### src/design/bgd_pkg.sv
`timescale 1ns / 1ps

package bgd_pkg;

    localparam int TIMER_WIDTH = 16;
    localparam int MAX_PRESSES = 15;

    localparam int REG_W   = 16;
    localparam int IDX_W   = 8;
    localparam int CNT_W   = $clog2(MAX_PRESSES + 1);
    localparam int CMP_W   = (TIMER_WIDTH > REG_W) ? TIMER_WIDTH : REG_W;
    localparam int ACT_W   = 3;
    localparam int TOTAL_W = 4;
    localparam int PHASE_W = 2;

    localparam logic [TIMER_WIDTH-1:0] TIMER_MAX = '1;
    localparam logic [CNT_W-1:0]       CNT_MAX   = CNT_W'(MAX_PRESSES);

    typedef enum logic [IDX_W-1:0] {
        REG_SHORT_PRESS = 8'd0,
        REG_LONG_PRESS  = 8'd1,
        REG_DIMMER_STEP = 8'd2,
        REG_PRESS_GAP   = 8'd3
    } t_reg_idx;

    typedef enum logic [ACT_W-1:0] {
        ACT_NONE     = 3'd0,
        ACT_ON       = 3'd1,
        ACT_OFF      = 3'd2,
        ACT_MULTI    = 3'd3,
        ACT_FADE_IN  = 3'd4,
        ACT_FADE_OUT = 3'd5
    } t_action;

    typedef enum logic [PHASE_W-1:0] {
        PH_CODE_IDLE = 2'd0,
        PH_CODE_HELD = 2'd1,
        PH_CODE_DIM  = 2'd2,
        PH_CODE_NEXT = 2'd3
    } t_phase_code;

    typedef enum logic [3:0] {
        ST_IDLE = 4'b0001,
        ST_HELD = 4'b0010,
        ST_DIM  = 4'b0100,
        ST_NEXT = 4'b1000
    } t_state;

    typedef struct packed {
        logic [REG_W-1:0] short_press_ms;
        logic [REG_W-1:0] long_press_ms;
        logic [REG_W-1:0] dimmer_step_ms;
        logic [REG_W-1:0] press_gap_ms;
    } t_cfg;

    typedef struct packed {
        logic button_down;
        logic brightness_at_min;
        logic brightness_at_max;
    } t_tick;

    typedef struct packed {
        logic [ACT_W-1:0]   action;
        logic [TOTAL_W-1:0] press_total;
        logic               fade_up;
        logic [PHASE_W-1:0] gesture_phase;
    } t_result;

endpackage

### src/design/bgd_if.sv
`timescale 1ns / 1ps

interface bgd_in_if;
    logic valid;
    logic ready;
    logic button_down;
    logic brightness_at_min;
    logic brightness_at_max;

    modport source (output valid, output button_down, output brightness_at_min,
                    output brightness_at_max, input ready);
    modport sink   (input valid, input button_down, input brightness_at_min,
                    input brightness_at_max, output ready);
endinterface

interface bgd_out_if;
    logic       valid;
    logic       ready;
    logic [2:0] action;
    logic [3:0] press_total;
    logic       fade_up;
    logic [1:0] gesture_phase;

    modport source (output valid, output action, output press_total, output fade_up,
                    output gesture_phase, input ready);
    modport sink   (input valid, input action, input press_total, input fade_up,
                    input gesture_phase, output ready);
endinterface

interface bgd_cfg_if;
    logic        valid;
    logic        ready;
    logic [7:0]  index;
    logic [15:0] data;

    modport source (output valid, output index, output data, input ready);
    modport sink   (input valid, input index, input data, output ready);
endinterface

### src/design/button_gesture_decoder_top.sv
`timescale 1ns / 1ps
// channel   | dir | handshake              | payload
// i_in      | in  | valid / ready          | button_down, brightness_at_min, brightness_at_max
// o_out     | out | valid / ready          | action, press_total, fade_up, gesture_phase
// i_cfg     | in  | valid / ready (always) | index (8 bits), data (16 bits)
//
// one tick per cycle sustained while o_out is ready
// an input register feeds the gesture logic, whose result lands in the output register
// the input register refills whenever it is empty; both hold while the result waits
// i_rst_n is synchronous: state goes idle, counters clear, fade direction to fade in

module button_gesture_decoder_top
    import bgd_pkg::*;
(
    input  logic        i_clk,
    input  logic        i_rst_n,
    bgd_in_if.sink      i_in,
    bgd_out_if.source   o_out,
    bgd_cfg_if.sink     i_cfg
);

    logic    r_in_valid;
    t_tick   r_tick;
    logic    r_out_valid;
    logic    w_advance;
    logic    w_step;
    t_cfg    w_cfg;
    t_result w_result;

    assign w_advance  = !r_out_valid || o_out.ready;
    assign w_step     = r_in_valid && w_advance;
    assign i_in.ready = !r_in_valid || w_advance;
    assign i_cfg.ready = 1'b1;

    always_ff @(posedge i_clk) begin
        if (!i_rst_n) begin
            r_in_valid  <= 1'b0;
            r_out_valid <= 1'b0;
        end else begin
            if (i_in.ready) begin
                r_in_valid <= i_in.valid;
            end
            if (w_advance) begin
                r_out_valid <= r_in_valid;
            end
        end
    end

    always_ff @(posedge i_clk) begin
        if (i_in.valid && i_in.ready) begin
            r_tick.button_down       <= i_in.button_down;
            r_tick.brightness_at_min <= i_in.brightness_at_min;
            r_tick.brightness_at_max <= i_in.brightness_at_max;
        end
    end

    bgd_cfg_regs u_cfg_regs (
        .i_clk   (i_clk),
        .i_rst_n (i_rst_n),
        .i_wr    (i_cfg.valid),
        .i_index (i_cfg.index),
        .i_data  (i_cfg.data),
        .o_cfg   (w_cfg)
    );

    bgd_fsm u_fsm (
        .i_clk    (i_clk),
        .i_rst_n  (i_rst_n),
        .i_step   (w_step),
        .i_tick   (r_tick),
        .i_cfg    (w_cfg),
        .o_result (w_result)
    );

    assign o_out.valid         = r_out_valid;
    assign o_out.action        = w_result.action;
    assign o_out.press_total   = w_result.press_total;
    assign o_out.fade_up       = w_result.fade_up;
    assign o_out.gesture_phase = w_result.gesture_phase;

endmodule

### src/design/bgd_cfg_regs.sv
`timescale 1ns / 1ps

module bgd_cfg_regs
    import bgd_pkg::*;
(
    input  logic             i_clk,
    input  logic             i_rst_n,
    input  logic             i_wr,
    input  logic [IDX_W-1:0] i_index,
    input  logic [REG_W-1:0] i_data,
    output t_cfg             o_cfg
);

    t_cfg r_cfg;
    t_cfg n_cfg;

    always_comb begin
        n_cfg = r_cfg;
        if (i_wr) begin
            case (t_reg_idx'(i_index))
                REG_SHORT_PRESS: n_cfg.short_press_ms = i_data;
                REG_LONG_PRESS:  n_cfg.long_press_ms  = i_data;
                REG_DIMMER_STEP: n_cfg.dimmer_step_ms = i_data;
                REG_PRESS_GAP:   n_cfg.press_gap_ms   = i_data;
                default:         n_cfg = r_cfg;
            endcase
        end
    end

    always_ff @(posedge i_clk) begin
        if (!i_rst_n) begin
            r_cfg.short_press_ms <= REG_W'(50);
            r_cfg.long_press_ms  <= REG_W'(800);
            r_cfg.dimmer_step_ms <= REG_W'(50);
            r_cfg.press_gap_ms   <= REG_W'(400);
        end else begin
            r_cfg <= n_cfg;
        end
    end

    assign o_cfg = r_cfg;

endmodule

### src/design/bgd_fsm.sv
`timescale 1ns / 1ps

module bgd_fsm
    import bgd_pkg::*;
(
    input  logic    i_clk,
    input  logic    i_rst_n,
    input  logic    i_step,
    input  t_tick   i_tick,
    input  t_cfg    i_cfg,
    output t_result o_result
);

    t_state                 r_state,   n_state;
    logic [TIMER_WIDTH-1:0] r_elapsed, n_elapsed;
    logic [CNT_W-1:0]       r_count,   n_count;
    logic                   r_fade,    n_fade;
    t_result                r_result,  n_result;

    logic [TIMER_WIDTH-1:0] w_tick_time;
    logic [CMP_W-1:0]       w_time_ext;
    logic                   w_gt_short;
    logic                   w_gt_long;
    logic                   w_gt_step;
    logic                   w_gt_gap;
    t_action                w_act;
    t_phase_code            w_phase_code;

    assign w_tick_time = (r_elapsed == TIMER_MAX) ? r_elapsed : r_elapsed + 1'b1;
    assign w_time_ext  = CMP_W'(w_tick_time);
    assign w_gt_short  = w_time_ext > CMP_W'(i_cfg.short_press_ms);
    assign w_gt_long   = w_time_ext > CMP_W'(i_cfg.long_press_ms);
    assign w_gt_step   = w_time_ext > CMP_W'(i_cfg.dimmer_step_ms);
    // a press on the expiry tick zeroes the timer, so the run goes on
    assign w_gt_gap    = !i_tick.button_down && (w_time_ext > CMP_W'(i_cfg.press_gap_ms));

    always_comb begin
        n_state   = r_state;
        n_elapsed = w_tick_time;
        n_count   = r_count;
        n_fade    = r_fade;
        w_act     = ACT_NONE;
        case (r_state)
            ST_IDLE: begin
                if (i_tick.button_down) begin
                    n_elapsed = '0;
                    n_state   = ST_HELD;
                end
            end
            ST_HELD: begin
                if (!i_tick.button_down) begin
                    if (w_gt_short || (r_count != '0)) begin
                        n_state   = ST_NEXT;
                        n_elapsed = '0;
                        if (r_count < CNT_MAX) begin
                            n_count = r_count + 1'b1;
                        end
                    end else begin
                        n_state = ST_IDLE;
                    end
                end else if (w_gt_long) begin
                    n_state   = ST_DIM;
                    n_elapsed = '0;
                    if (i_tick.brightness_at_max) begin
                        n_fade = 1'b0;
                    end else if (i_tick.brightness_at_min) begin
                        n_fade = 1'b1;
                    end
                end
            end
            ST_DIM: begin
                if (!i_tick.button_down) begin
                    n_count = '0;
                    n_fade  = !r_fade;
                    n_state = ST_IDLE;
                end
                if (w_gt_step) begin
                    w_act     = n_fade ? ACT_FADE_IN : ACT_FADE_OUT;
                    n_elapsed = '0;
                end
            end
            ST_NEXT: begin
                if (i_tick.button_down) begin
                    n_elapsed = '0;
                    n_state   = ST_HELD;
                end
                if (w_gt_gap) begin
                    if (r_count == CNT_W'(1)) begin
                        w_act = i_tick.brightness_at_min ? ACT_ON : ACT_OFF;
                    end else begin
                        w_act  = ACT_MULTI;
                        n_fade = 1'b0;
                    end
                    n_count = '0;
                    n_state = ST_IDLE;
                end
            end
            default: begin
                n_state = ST_IDLE;
            end
        endcase
    end

    always_comb begin
        case (n_state)
            ST_IDLE: w_phase_code = PH_CODE_IDLE;
            ST_HELD: w_phase_code = PH_CODE_HELD;
            ST_DIM:  w_phase_code = PH_CODE_DIM;
            ST_NEXT: w_phase_code = PH_CODE_NEXT;
            default: w_phase_code = PH_CODE_IDLE;
        endcase
    end

    always_comb begin
        n_result.action        = w_act;
        n_result.press_total   = TOTAL_W'(n_count);
        n_result.fade_up       = n_fade;
        n_result.gesture_phase = w_phase_code;
    end

    always_ff @(posedge i_clk) begin
        if (!i_rst_n) begin
            r_state   <= ST_IDLE;
            r_elapsed <= '0;
            r_count   <= '0;
            r_fade    <= 1'b1;
        end else if (i_step) begin
            r_state   <= n_state;
            r_elapsed <= n_elapsed;
            r_count   <= n_count;
            r_fade    <= n_fade;
        end
    end

    always_ff @(posedge i_clk) begin
        if (i_step) begin
            r_result <= n_result;
        end
    end

    assign o_result = r_result;

endmodule

### src/flat_wrapper.sv
// flat-port wrapper written by rule: the top's interface ports become plain ports
module button_gesture_decoder_top_flat import bgd_pkg::*;
  (i_clk, i_rst_n, i_in_valid, i_in_button_down, i_in_brightness_at_min, i_in_brightness_at_max, i_in_ready, o_out_valid, o_out_action, o_out_press_total, o_out_fade_up, o_out_gesture_phase, o_out_ready, i_cfg_valid, i_cfg_index, i_cfg_data, i_cfg_ready);
  bgd_in_if i_in_i ();
  bgd_out_if o_out_i ();
  bgd_cfg_if i_cfg_i ();
  input  logic i_clk;
  input  logic i_rst_n;
  input wire logic [$bits(i_in_i.valid)-1:0] i_in_valid;
  input wire logic [$bits(i_in_i.button_down)-1:0] i_in_button_down;
  input wire logic [$bits(i_in_i.brightness_at_min)-1:0] i_in_brightness_at_min;
  input wire logic [$bits(i_in_i.brightness_at_max)-1:0] i_in_brightness_at_max;
  output wire logic [$bits(i_in_i.ready)-1:0] i_in_ready;
  output wire logic [$bits(o_out_i.valid)-1:0] o_out_valid;
  output wire logic [$bits(o_out_i.action)-1:0] o_out_action;
  output wire logic [$bits(o_out_i.press_total)-1:0] o_out_press_total;
  output wire logic [$bits(o_out_i.fade_up)-1:0] o_out_fade_up;
  output wire logic [$bits(o_out_i.gesture_phase)-1:0] o_out_gesture_phase;
  input wire logic [$bits(o_out_i.ready)-1:0] o_out_ready;
  input wire logic [$bits(i_cfg_i.valid)-1:0] i_cfg_valid;
  input wire logic [$bits(i_cfg_i.index)-1:0] i_cfg_index;
  input wire logic [$bits(i_cfg_i.data)-1:0] i_cfg_data;
  output wire logic [$bits(i_cfg_i.ready)-1:0] i_cfg_ready;
  assign i_in_i.valid = i_in_valid;
  assign i_in_i.button_down = i_in_button_down;
  assign i_in_i.brightness_at_min = i_in_brightness_at_min;
  assign i_in_i.brightness_at_max = i_in_brightness_at_max;
  assign i_in_ready = i_in_i.ready;
  assign o_out_valid = o_out_i.valid;
  assign o_out_action = o_out_i.action;
  assign o_out_press_total = o_out_i.press_total;
  assign o_out_fade_up = o_out_i.fade_up;
  assign o_out_gesture_phase = o_out_i.gesture_phase;
  assign o_out_i.ready = o_out_ready;
  assign i_cfg_i.valid = i_cfg_valid;
  assign i_cfg_i.index = i_cfg_index;
  assign i_cfg_i.data = i_cfg_data;
  assign i_cfg_ready = i_cfg_i.ready;
  button_gesture_decoder_top u_core (.i_clk(i_clk), .i_rst_n(i_rst_n), .i_in(i_in_i), .o_out(o_out_i), .i_cfg(i_cfg_i));
endmodule
### config.mk
export PLATFORM = sky130hd
export DESIGN_NAME = button_gesture_decoder_top_flat
export DESIGN_NICKNAME = d
export VERILOG_FILES = /design/src/design/bgd_pkg.sv /design/src/design/bgd_if.sv /design/src/design/button_gesture_decoder_top.sv /design/src/design/bgd_cfg_regs.sv /design/src/design/bgd_fsm.sv /design/src/flat_wrapper.sv
export SDC_FILE = /design/constraint.sdc
export NUM_CORES = 1
export LEC_CHECK = 0
export BUFFER_PORTS_ARGS = -buffer_cell sky130_fd_sc_hd__buf_4
export CAP_MARGIN = 20
export CORE_MARGIN = 1.5
export CORE_UTILIZATION = 55
export CTS_BUF_LIST = sky130_fd_sc_hd__clkbuf_16
export DETAILED_ROUTE_END_ITERATION = 10
export PLACE_DENSITY = 0.79
export SYNTH_ARGS = -nofsm -noshare
export SYNTH_HDL_FRONTEND = slang
export SYNTH_SLANG_ARGS = --single-unit
### constraint.sdc
create_clock -name i_clk -period 3.5 [get_ports i_clk]
set_input_delay 0.35 -clock i_clk [delete_from_list [all_inputs] [get_ports i_clk]]
set_output_delay 0.35 -clock i_clk [all_outputs]
set_load 0.02 [all_outputs]
==> flow_summary.toml <==
[floorplan]
core_area_mm2 = 0.01098
die_w_um = 109.8
io_pins = 45
die_h_um = 109.8
rows = 38
start_util_pct = 57.09
die-area_mm2 = 0.01205

[timing]
worstMarginPinSlew_ns = 0.9575
setup_viol = 30
timing.hold.ws_ns = 0.1562
timing.fmax_ghz = 0.2710
drv_slew = 0
rsz0062_at_grt = "yes"
fin_crit_ns = 3.690
finalHoldViolations = 0
relSlewSlack_pct = 36.10
skew_ns = 0.01176
layout_setup_ws_ns = -0.1897
fin_crit_sh_pct = 105.4

[routing]
num_vias = 5519
first_pass_iters = 4
avgRoutedWirePerCell_um = 17.56
drc_errors = 0
wirelength_um = 16770
drtAntennaViolNets = 0
drt-initial-drc-count = 310
vias_per_cell = 5.779

[critical_path]
critPathMaxStageDelay_ns = 0.41
cp_cell_sequence = "and3_4 -> nand4_1 -> buf_4 -> nor4_4 -> buf_4 -> nor2_4 -> nand3_4 -> nor2_4 -> xor2_4 -> buf_12 -> ha_4 -> nand2_4 -> nor3_2 -> a2111oi_4 -> a31oi_4 -> a31oi_1 -> a311o_1 -> o311a_1 -> nand2_1"
slowest_stage = "a2111oi_4"
crit_type = "register to register"
ff2ff_setup_slack_ns = -0.19
crit_arrival_ns = 3.81
setup.worst_path.start_class = "register"
crit_fanout = 6
cp_data_required_time_ns = 3.62
cp-end-kind = "register"

[logic_synthesis]
synth_warnings = 0
postSynth.asyncResetShare_pct = 0
synth.net_count = 805
synth_edf_count = 13
synth_ff_type = "dfxtp_1"
syn_area_mm2 = 0.006270
ys_ff_latch = 104
avgSynthCellArea_um2 = 8.893
yosysUniqueCellTypes = 67
syn_inst = 705
yosysSeqAreaShare_pct = 35.28

[clock_network]
holdBufCountCts = 0
cts_made_buffers = 9
htree_num_levels = 3
cts_root_buf = "clkbuf_16"
clk_latency_ns = 0.37
cts.path.max_buffers = 2
cts.clk_slew.worst_paths_ns = 0.07
cts_tree = "yes"
cts_sinks = 104

[outcome]
violations = "negative setup slack"
status = "finished, violations left"

[grt]
grt_overflow = 0
grt_max_degree = 81
track_usage_pct = 28.30
grt_pass1_wl_um = 26030
antenna_found_initial = 0
grt_pass1_vias = 5452

[finish]
n_antenna_cell = 0
layout_commonest_cell = "buf_4"
fillers = 775
final_cell_mix = "116 x buf_4, 89 x dfxtp_1, 73 x nand2_1, 68 x inv_1, 62 x ha_1"
register_area_mm2 = 0.002215
drive_above_1_share_pct = 26.75
layout.nets = 910
fin_util_pct = 73.35
area_growth_pct = 28.50
multi_input_area_mm2 = 0.004184

[pwr]
leakage_nw = 3.533
power.density_mw_per_mm2 = 298.2
max-vdd-ir-drop_mv = 0.4250

[placement]
port_buffers = 43
place_hpwl_um = 11810
place.gp.congestion = 0.9216

[run]
drv_cap = 0

[worst_hold_path]
min_path_type = "input pin to register"
==> critical path, delay by kind of cell (launching register included) <==
kind / cells / cell delay [ns]
simple gates: 9 / 1.06
compound gates: 5 / 1.19
buf+inv: 3 / 0.44
flops: 1 / 0.32
fa+ha+maj: 1 / 0.22
xor+xnor: 1 / 0.19
==> flip-flops by register name, indices dropped and copies added, names as in the netlist <==
signal	flops
u_core.u_cfg_regs.o_cfg	64
u_core.u_fsm.r_elapsed	16
u_core.o_out.valid	1
u_core.u_fsm.o_result	10
u_core.u_fsm.r_state	4
u_core.u_fsm.r_count	4
u_core.u_fsm.r_fade	1
u_core.r_tick	3
u_core.r_in_valid	1
==> cell type report <==
type	instances	share of cell area (%)
Clock inverter	7	0.6833
Clock buffer	9	2.795
Inverter	68	3.168
Multi-Input combinational cell	505	51.93
Tap cell	140	2.174
Sequential cell	104	27.49
Timing Repair Buffer	122	11.76
==> Yosys cell counts, types with 4 or more instances <==
master | number | share of area, %
buf_2 | 7 | 0.56
nor2b_1 | 49 | 4.9
mux2i_1 | 45 | 7.2
edfxtp_1 | 13 | 6.2
nor3_1 | 13 | 1.0
nand2_1 | 76 | 4.5
a21o_1 | 5 | 0.60
o211ai_1 | 9 | 1.1
clkbuf_1 | 16 | 0.96
dfxtp_1 | 91 | 29
inv_1 | 67 | 4.0
o21ai_0 | 19 | 1.5
o21a_1 | 4 | 0.48
xor2_1 | 10 | 1.4
ha_1 | 68 | 14
a32o_1 | 8 | 1.3
a21boi_0 | 14 | 1.7
xnor2_1 | 10 | 1.4
nand3_1 | 16 | 1.3
nand4_1 | 20 | 2.0
nand2b_1 | 4 | 0.40
a21oi_1 | 32 | 2.6
and2_1 | 5 | 0.50
nor2_1 | 34 | 2.0
a31oi_1 | 7 | 0.70
==> power breakdown <==
group          switching [mW]  total (mW)  internal (mW)
sequential             0.0110        1.23           1.22
combinational           0.101       0.185         0.0841
clock                   0.444       0.986          0.542
==> path summary, 6_finish.rpt <==
| path | start | endpoint | cells after the start |
|---|---|---|---|
| hold / removal | i_in_brightness_at_max | u_core.r_tick[0]$_DFFE_PP_ | 1 |
| hold reg to reg | u_core.u_cfg_regs.o_cfg[45]$_SDFFE_PN0P_ | u_core.u_cfg_regs.o_cfg[45]$_SDFFE_PN0P_ | 2 |
| setup / recovery | u_core.u_fsm.r_elapsed[8]$_SDFFE_PN0P_ | u_core.u_fsm.o_result[2]$_DFFE_PP_ | 19 |
| setup reg to reg | u_core.u_fsm.r_elapsed[8]$_SDFFE_PN0P_ | u_core.u_fsm.o_result[2]$_DFFE_PP_ | 19 |
==> per-layer routing <==
layer  vias up  GRT usage [%]  wire length [µm]
li1       2679              -                 -
met1      2637          33.32              6990
met2       152          49.65              8310
met3        51          4.683               789
met4         0          13.82               684
met5         -              0                 0
==> metrics by stage <==
stage / total power, mW / std cells / TNS [ns] / instance area (µm²) / setup WS (ns)
6_report: 2.403 / 955 / -3.949 / 8056 / -0.1897
5_1_grt: 2.476 / 955 / -9.281 / 8056 / -0.3771
4_1_cts: 2.404 / 948 / -2.569 / 7692 / -0.1220
3_5_place_dp: 1.426 / 931 / -5.227 / 7300 / -0.2822
3_3_place_gp: 1.422 / 931 / -2.214 / 7300 / -0.1573
2_1_floorplan: 1.349 / 705 / -1.634 / 6411 / -0.1734
==> cell families after synthesis <==
group                      share of synthesized area, %
DFF                                               35.28
other                                           0.05981
buffers and inverters                             6.186
AOI/OAI and AO/OA                                 13.41
xor gates and xnor gates                          2.794
and+or+nand+nor                                   21.15
adders and majority gates                         13.57
muxes                                             7.543
==> timing repair <==
| item | in CTS | in global routing |
|---|---|---|
| pin swaps | 9 | 37 |
| setup endpoints to repair | 31 | 34 |
| setup buffers | 1 | 8 |
| gates resized for setup | 19 | 60 |
No activity file was read; power rests on OpenSTA's default activity.
